`src/hw/rtl/ideu_pkg.sv`:
```
// ----------------------------------------------------------------------------
// ideu_pkg
// Shared types and constants for the inverse-distance element average unit.
// ----------------------------------------------------------------------------
package ideu_pkg;

  // Shared divider: unsigned dividend and divisor widths
  localparam int DIV_NW   = 64;
  localparam int DIV_DW   = 35;
  localparam int DIV_CNTW = 6;

  // Square root: radicand is the sum of three 33-bit squares
  localparam int RAD_W    = 66;
  localparam int ROOT_W   = 33;
  localparam int SQ_CNTW  = 6;

  // Weight fraction bits (Q1.24) and unit distance (1.0 in Q16.16)
  localparam int WFRAC    = 24;
  localparam int UNIT_DIST = 65536;

  typedef enum logic [4:0] {
    OP_NONE,
    OP_LOAD,
    OP_SUM,
    OP_CDIV_START,
    OP_CENT_WR,
    OP_DIFF,
    OP_SQ0,
    OP_SQ1,
    OP_SQ2,
    OP_SQ3,
    OP_SQRT_START,
    OP_DIST_WR,
    OP_WONE,
    OP_WDIV_START,
    OP_WQUO,
    OP_WMUL,
    OP_WACC,
    OP_FDIV_START,
    OP_RES
  } op_t;

  typedef struct packed {
    op_t        op;
    logic [1:0] axis;
    logic       first;
  } cmd_t;

  typedef struct packed {
    logic div_done;
    logic sqrt_done;
    logic dist_zero;
    logic out_free;
  } status_t;

endpackage

```
`src/hw/rtl/ideu_ctrl.sv`:
```
// ----------------------------------------------------------------------------
// ideu_ctrl
// Sequencer: node loop over sum, centroid, distance, weight and final divide.
// ----------------------------------------------------------------------------
module ideu_ctrl #(
  parameter int MAX_NODES = 16
) (
  input  logic                                  clk,
  input  logic                                  rst,
  input  logic                                  in_valid,
  output logic                                  in_stall,
  input  logic                                  last_node,
  input  ideu_pkg::status_t                     sts,
  input  logic [$clog2(MAX_NODES + 1)-1:0]      count,
  output ideu_pkg::cmd_t                        cmd,
  output logic [((MAX_NODES > 1) ? $clog2(MAX_NODES) : 1)-1:0] addr
);

  localparam int AW = (MAX_NODES > 1) ? $clog2(MAX_NODES) : 1;
  localparam int CW = $clog2(MAX_NODES + 1);

  typedef enum logic [6:0] {
    S_IDLE = 7'b0000001,
    S_SUM  = 7'b0000010,
    S_CDIV = 7'b0000100,
    S_DIST = 7'b0001000,
    S_WGT  = 7'b0010000,
    S_FDIV = 7'b0100000,
    S_EMIT = 7'b1000000
  } state_t;

  state_t        state, state_next;
  logic [2:0]    phase, phase_next;
  logic [CW-1:0] j, j_next;
  logic [1:0]    axis, axis_next;
  logic          last_j;

  assign last_j   = (j + 1'b1) == count;
  assign addr     = j[AW-1:0];
  assign in_stall = rst || (state != S_IDLE);

  always_comb begin
    state_next = state;
    phase_next = phase;
    j_next     = j;
    axis_next  = axis;
    cmd.op     = ideu_pkg::OP_NONE;
    cmd.axis   = axis;
    cmd.first  = j == '0;
    unique case (state)
      S_IDLE: begin
        if (in_valid) begin
          cmd.op = ideu_pkg::OP_LOAD;
          if (last_node) begin
            state_next = S_SUM;
            phase_next = '0;
            j_next     = '0;
          end
        end
      end
      S_SUM: begin
        if (phase == 3'd0) begin
          phase_next = 3'd1;
        end else begin
          cmd.op     = ideu_pkg::OP_SUM;
          phase_next = 3'd0;
          if (last_j) begin
            state_next = S_CDIV;
            axis_next  = '0;
          end else begin
            j_next = j + 1'b1;
          end
        end
      end
      S_CDIV: begin
        if (phase == 3'd0) begin
          cmd.op     = ideu_pkg::OP_CDIV_START;
          phase_next = 3'd1;
        end else if (sts.div_done) begin
          cmd.op     = ideu_pkg::OP_CENT_WR;
          phase_next = 3'd0;
          if (axis == 2'd2) begin
            state_next = S_DIST;
            j_next     = '0;
          end else begin
            axis_next = axis + 1'b1;
          end
        end
      end
      S_DIST: begin
        phase_next = phase + 1'b1;
        case (phase)
          3'd1: cmd.op = ideu_pkg::OP_DIFF;
          3'd2: cmd.op = ideu_pkg::OP_SQ0;
          3'd3: cmd.op = ideu_pkg::OP_SQ1;
          3'd4: cmd.op = ideu_pkg::OP_SQ2;
          3'd5: cmd.op = ideu_pkg::OP_SQ3;
          3'd6: cmd.op = ideu_pkg::OP_SQRT_START;
          3'd7: begin
            phase_next = phase;
            if (sts.sqrt_done) begin
              cmd.op     = ideu_pkg::OP_DIST_WR;
              phase_next = 3'd0;
              if (last_j) begin
                state_next = S_WGT;
                j_next     = '0;
              end else begin
                j_next = j + 1'b1;
              end
            end
          end
          default: ;
        endcase
      end
      S_WGT: begin
        case (phase)
          3'd0: phase_next = 3'd1;
          3'd1: begin
            if (sts.dist_zero) begin
              cmd.op     = ideu_pkg::OP_WONE;
              phase_next = 3'd3;
            end else begin
              cmd.op     = ideu_pkg::OP_WDIV_START;
              phase_next = 3'd2;
            end
          end
          3'd2: begin
            if (sts.div_done) begin
              cmd.op     = ideu_pkg::OP_WQUO;
              phase_next = 3'd3;
            end
          end
          3'd3: begin
            cmd.op     = ideu_pkg::OP_WMUL;
            phase_next = 3'd4;
          end
          default: begin
            cmd.op     = ideu_pkg::OP_WACC;
            phase_next = 3'd0;
            if (last_j) begin
              state_next = S_FDIV;
            end else begin
              j_next = j + 1'b1;
            end
          end
        endcase
      end
      S_FDIV: begin
        if (phase == 3'd0) begin
          cmd.op     = ideu_pkg::OP_FDIV_START;
          phase_next = 3'd1;
        end else if (sts.div_done) begin
          state_next = S_EMIT;
          phase_next = 3'd0;
        end
      end
      S_EMIT: begin
        if (sts.out_free) begin
          cmd.op     = ideu_pkg::OP_RES;
          state_next = S_IDLE;
        end
      end
      default: state_next = S_IDLE;
    endcase
  end

  always_ff @(posedge clk) begin
    if (rst) begin
      state <= S_IDLE;
      phase <= '0;
      j     <= '0;
      axis  <= '0;
    end else begin
      state <= state_next;
      phase <= phase_next;
      j     <= j_next;
      axis  <= axis_next;
    end
  end

`ifndef SYNTHESIS
  a_last_starts: assert property (@(posedge clk) disable iff (rst)
    (state == S_IDLE && in_valid && last_node) |=> (state == S_SUM))
    else $error("last node did not start cell processing");
`endif

endmodule
```
`config.mk`:
```
export PLATFORM = sky130hd
export DESIGN_NAME = ideu_ctrl
export DESIGN_NICKNAME = d
export VERILOG_FILES = /design/src/hw/rtl/ideu_pkg.sv /design/src/hw/rtl/ideu_ctrl.sv
export SDC_FILE = /design/constraint.sdc
export NUM_CORES = 1
export LEC_CHECK = 0
export BUFFER_PORTS_ARGS = -buffer_cell sky130_fd_sc_hd__buf_2
export CAP_MARGIN = 40
export CORE_ASPECT_RATIO = 1.4
export CORE_MARGIN = 3
export CORE_UTILIZATION = 45
export DETAILED_ROUTE_END_ITERATION = 10
export GPL_TIMING_DRIVEN = 0
export HOLD_SLACK_MARGIN = 0.15
export PLACE_DENSITY = 0.79
export RECOVER_POWER = 100
export SLEW_MARGIN = 20
export SYNTH_ARGS = -nofsm -noshare
export SYNTH_HDL_FRONTEND = slang
export SYNTH_SLANG_ARGS = --single-unit
```
`constraint.sdc`:
```
create_clock -name clk -period 1.9 [get_ports clk]
set_input_delay 0.285 -clock clk [delete_from_list [all_inputs] [get_ports clk]]
set_output_delay 0.285 -clock clk [all_outputs]
set_load 0.02 [all_outputs]
```
; Word-level counts from Yosys, hierarchy flattened
; Cells that the tools add are included.
[totals]
reg_bits = 17
out_inout_bits = 13
elab_cells = 112
[op_classes]
n_addsub = 3
n_eq_ne = 36
muxes = 57
n_reduce_logical = 12
[op_table]
columns = operator, count
row1 = $mux W7, 15
row2 = $mux W5, 13
row3 = $pmux W7 S7, 1
row4 = $pmux W5 S7, 1
row5 = $ne A2 B2 Y1 const B, 16
row6 = $pmux W4 S7, 1
row7 = $mux W3, 9
row8 = $pmux W5 S5, 1
row9 = $pmux W5 S4, 1
row10 = $pmux W3 S5, 1
row11 = $reduce_and A15 Y1, 1
row12 = $eq A3 B3 Y1 const B, 4
row13 = $mux W2, 6
row14 = $pmux W3 S4, 1
row15 = $reduce_and A6 Y1, 2
row16 = $reduce_and A10 Y1, 1
row17 = $reduce_bool A5 Y1, 2
row18 = $mux W4, 2
row19 = $eq A7 B1 Y1 const B, 1
row20 = $eq A7 B2 Y1 const B, 1
row21 = $eq A7 B3 Y1 const B, 1
row22 = $eq A7 B4 Y1 const B, 1
row23 = $eq A7 B5 Y1 const B, 1
row24 = $eq A7 B6 Y1 const B, 1
row25 = other kinds (19), 24

; Depth between registers and ports, before layout
[logic_depth]
depth_word = 6
depth_mapped = 9
mapped_depth_nobuf = 8

; Worst setup path before layout
; Ideal clock, no wire load.
[synth_timing]
path_kind = reg2reg
startpoint = register j[0]
endpoint = register state[2]
setup_ns = 0.065
arrival_time_ns = 1.929
required_ns = 1.835
path_slack_ns = -0.094
path_stages_with_launch = 9
path_cell_list = dfxtp_1 -> ha_1 -> buf_2 -> o21ba_2 -> a22oi_1 -> o2111a_2 -> o2111ai_2 -> mux2_4 -> nor2_1
[synth_between]
elab_chain_cells = 4
word_cells_on_any_way = 6
cone_classes = add/sub: 1 / eq/ne: 4 / reduce/logical: 1
[synth_lines]
columns = element, line_no
row1 = "start, declared", ideu_ctrl.sv:34  ; logic [CW-1:0] j, j_next;
row2 = "start signal, assigned", ideu_ctrl.sv:176  ; j <= j_next;
row3 = $add A5 B1 Y5 *, ideu_ctrl.sv:38  ; assign last_j = (j + 1'b1) == count;
row4 = $eq A5 B5 Y1 *, ideu_ctrl.sv:38
row5 = $ne A2 B2 Y1 (no source line), n/a
row6 = $reduce_and A15 Y1 (no source line) *, n/a
row7 = "end signal, assigned", ideu_ctrl.sv:174  ; state <= state_next;
row8 = "end, declared", ideu_ctrl.sv:32  ; state_t state, state_next;
; Every way passes the cells marked *; elsewhere a longest branch is shown, timed or not.
; A chain may end at the register's enable or synchronous reset.

==> impl_table.tex <==
\begin{tabular}{lr}
\hline
Metric & Value \\
\hline
\multicolumn{2}{l}{\textbf{Final layout}} \\
Post-layout net count & 309 \\
Area occupied by registers & about 370 um\^{}2 \\
Area occupied by multi-input gates & 1563 um\^{}2 \\
Ratio of cells with drive above 1 in the final layout & 0.5315 \\
Antenna cell count & 0 \\
Filler cell count & roughly 220 \\
Layout Area Growth over Synthesis & 58.03\% \\
\multicolumn{2}{l}{\textbf{Logic synthesis}} \\
Flop and latch count out of synthesis & 17 \\
Most repeated cell in the gate-level netlist after synthesis & sky130\_fd\_sc\_hd\_\_nor2\_1 \\
Synth Flop Type & sky130\_fd\_sc\_hd\_\_dfxtp\_1 \\
Multiplexer area fraction after synthesis & 0.04441 \\
Simple-gate share of the synthesized area & 0.3050 \\
Share of the synthesized area in the top cell type & 0.2013 \\
Synth Area in XOR/XNOR & 0.05181 \\
Cells after Synth & 220 \\
Post-Synth Adder-Cell Area & 0.06662 \\
Synth Area in Compound Gates & 0.2391 \\
Biggest area contributors in the synthesized netlist & sky130\_fd\_sc\_hd\_\_dfxtp\_1 (20\%), sky130\_fd\_sc\_hd\_\_ha\_1 (6.7\%), sky130\_fd\_sc\_hd\_\_nor2\_1 (4.9\%) \\
Top post-synthesis cells by count & sky130\_fd\_sc\_hd\_\_nor2\_1 (22), sky130\_fd\_sc\_hd\_\_dfxtp\_1 (17), sky130\_fd\_sc\_hd\_\_o21ai\_0 (15) \\
Netlist area before placement & between 1500 and 2000 um\^{}2 \\
Count of warnings emitted by yosys & 0 \\
Number of flops mapped to enable cells by yosys & 0 \\
Dominant cell type by area after synthesis & sky130\_fd\_sc\_hd\_\_dfxtp\_1 \\
Average footprint of a synthesized cell & roughly 7.7 um\^{}2 \\
Part of the Yosys area used for sequential elements & 0.2013 \\
Share of flip-flops with an asynchronous set or reset & 0 \\
Synth cell types & 53 \\
Syn nets & 242 \\
Largest family of logic cells by synthesized area & simple AND/OR/NAND/NOR gates \\
\multicolumn{2}{l}{\textbf{STA}} \\
Max-slew violation count & 0 \\
Setup WS post-layout & -0.3151 ns \\
Final Hold Fails & 0 \\
Relative slew slack & 0.6178 \\
Final worst hold slack & 0.4803 ns \\
Unrepaired setup endpoints after global routing & yes \\
Worst Max-Slew Pin Slew & 0.5733 ns \\
Max Freq & $\sim$450 MHz \\
Final setup skew & 0.002968 ns \\
Final-report setup violation count & 21 \\
Final period demand of the worst path & 2.215 ns \\
Tcrit/Tclk final & 1.166 \\
\multicolumn{2}{l}{\textbf{Status}} \\
Failing checks & negative setup slack \\
Result of the run & complete, but fails checks \\
\multicolumn{2}{l}{\textbf{Critical path}} \\
Worst reg2reg setup slack & -0.25 ns \\
FF-to-FF path depth & 8 \\
Required @ worst endpoint & 1.62 ns \\
R2R Path Start & phase[0] \\
Type of element launching the critical path & register \\
End of the worst register-to-register path & state[2] \\
Crit end category & primary output \\
Setup crit start & state[6] \\
Category of the critical setup timing path & register to primary output \\
Data arrival at the endpoint of the critical path & 1.93 ns \\
Critical path peak fanout & 5 \\
\multicolumn{2}{l}{\textbf{Clock tree}} \\
Number of buffers created by CTS & 3 \\
Clock H-tree levels & 1 \\
Number of buffers between clock root and the deepest sink & 2 \\
Clock edge transition at the registers on the reported setup and hold paths & 0.08 ns \\
Clock latency of the later-clocked register in the worst-skew pair & 0.26 ns \\
Clock tree from TritonCTS & done \\
CTS root buf & sky130\_fd\_sc\_hd\_\_clkbuf\_8 \\
Number of sinks handled by clock tree synthesis & 17 \\
\multicolumn{2}{l}{\textbf{Floorplanning}} \\
Initial core utilization & 0.4825 \\
Vertical die dimension & between 70 and 80 um \\
Horiz. Die Dim & roughly 58 um \\
Die outline area & 4538 um\^{}2 \\
Area of the placeable core & 3503 um\^{}2 \\
Row cnt & 25 \\
Number of top-level design ports & 26 \\
\multicolumn{2}{l}{\textbf{Hold path}} \\
Worst Hold Path EP & state[6] \\
Worst min path class & input pin to register \\
Origin of the worst min-delay path & sts[0] \\
Hold Crit Depth & 4 \\
\multicolumn{2}{l}{\textbf{Routing}} \\
Number of detailed-route iterations in the first pass & 5 \\
Routed via count & 2173 \\
Remaining routing DRC violations & 0 \\
First DRT Iteration DRCs & 173 \\
Sum of routed wire length over all layers & $\sim$6800 um \\
Final antenna-violating net count & 0 \\
DR WL/cell & 20.89 um \\
Via density & 6.666 \\
\multicolumn{2}{l}{\textbf{Global route}} \\
Pin count of the biggest net entering global routing & 11 \\
Number of antenna violations at the first check in global routing & 0 \\
Via count of the first global-routing pass & 1891 \\
All-Layer GR Usage & 0.2370 \\
Total gr overflow & 0 \\
Wire length of the first global-routing pass & 8583 um \\
\multicolumn{2}{l}{\textbf{Power and ir drop}} \\
P\_leak & around 1.1 nW \\
Power density of the placed cells & 1120 nW/um\^{}2 \\
Max VDD drop & between 1 and 1.5 mV \\
Total design power & 0.002991 W \\
\multicolumn{2}{l}{\textbf{Run}} \\
Max-capacitance violation count & 0 \\
\multicolumn{2}{l}{\textbf{Placed design}} \\
Post-placement setup slack & -0.3039 ns \\
Placer Congestion & 0.9241 \\
Estimated wirelength of the detail-placed design & 3285 um \\
IO Port Bufs & 24 \\
\hline
\end{tabular}
==> placed cells by master, fill, tap and decap left out, types with 4 or more instances in the layout <==
cell type	netlist	routed
sky130_fd_sc_hd__a211oi_2	0	4
sky130_fd_sc_hd__a21oi_1	10	8
sky130_fd_sc_hd__buf_2	4	15
sky130_fd_sc_hd__buf_4	8	45
sky130_fd_sc_hd__buf_6	2	11
sky130_fd_sc_hd__clkbuf_1	1	4
sky130_fd_sc_hd__dfxtp_1	17	6
sky130_fd_sc_hd__dfxtp_2	0	4
sky130_fd_sc_hd__dfxtp_4	0	7
sky130_fd_sc_hd__ha_4	0	8
sky130_fd_sc_hd__inv_1	11	7
sky130_fd_sc_hd__mux2i_1	6	6
sky130_fd_sc_hd__nand2_1	12	7
sky130_fd_sc_hd__nand3_1	13	9
sky130_fd_sc_hd__nor2_1	22	18
sky130_fd_sc_hd__nor3_4	0	4
sky130_fd_sc_hd__o211ai_1	4	4
sky130_fd_sc_hd__o21ai_0	15	8
sky130_fd_sc_hd__o21ai_1	2	4
sky130_fd_sc_hd__o21ai_2	0	5
sky130_fd_sc_hd__xnor2_1	4	4
sky130_fd_sc_hd__xor2_1	6	6
==> registers in the layout, summed over array words and instances (netlist names) <==
| signal | count |
|---|---|
| axis | 2 |
| state | 7 |
| j | 5 |
| phase | 3 |
==> final cells by class <==
cell class              count  share of cell area
flip-flops and latches     17              0.1391
repair buffers             65              0.1756
plain buffers              13             0.04356
multi-input cells         175              0.5850
clock inverters             1            0.001874
well taps                  40             0.01874
inverters                  12             0.02061
clock buffers               3             0.01546
==> worst max-delay path: stages, from the launching register on <==
cell	delay, ns
sky130_fd_sc_hd__dfxtp_4	0.38
sky130_fd_sc_hd__nor4_4	0.36
sky130_fd_sc_hd__buf_4	0.22
sky130_fd_sc_hd__buf_6	0.12
sky130_fd_sc_hd__nand3_4	0.08
sky130_fd_sc_hd__mux2i_1	0.16
sky130_fd_sc_hd__nor2_1	0.09
sky130_fd_sc_hd__o21ai_1	0.09
sky130_fd_sc_hd__buf_4	0.16
==> where the power goes <==
group | total (W) | switching (W) | internal (W)
clock network | 0.000292 | 0.000146 | 0.000146
registers | 0.000529 | 0.000103 | 0.000426
logic | 0.00217 | 0.00115 | 0.00102
total | 0.00299 | 0.00140 | 0.00159
==> per-stage QoR <==
step / cell area, um^2 / cells / util / setup TNS, ns
3_5_place_dp: 1879 / 284 / 0.5364 / -3.660
6_report: 2671 / 326 / 0.7625 / -3.275
3_3_place_gp: 1879 / 284 / 0.5364 / -3.458
4_1_cts: 2332 / 307 / 0.6657 / -1.715
2_1_floorplan: 1709 / 220 / - / -0.03298
5_1_grt: 2671 / 326 / 0.7625 / -4.546
==> routing by layer <==
metal,share of wire,vias up,global-route usage
li1,-,946,-
met1,0.34,1037,0.2650
met2,0.50,143,0.4106
met3,0.083,47,0.04112
met4,0.071,0,0.1346
met5,0,-,0
==> cell families (layout without fill, tap and decap cells) <==
group           count (synthesis)  after routing
simple gates                   88             88
compound gates                 61             61
buf+inv                        28             94
flops                          17             17
xor+xnor                       10             10
fa+ha+maj                       9              9
mux                             7              7
==> how the worst max path moves through the flow <==
stage / to / slack, ns / cells after the start
detailed placement: state[2] / -0.30 / 8
finish: cmd[4] / -0.32 / 8
global placement: state[2] / -0.30 / 8
global route: cmd[4] / -0.38 / 8
CTS: cmd[3] / -0.18 / 6
floorplan: state[2] / -0.03 / 8
==> what timing repair did <==
item                                    CTS  global route
gates resized for setup                  70            51
pin swaps                                25            28
hold buffers                              0             0
buffers inserted                         21            20
endpoints found under the setup margin   23            23
Power figures use the tool's default switching activity.
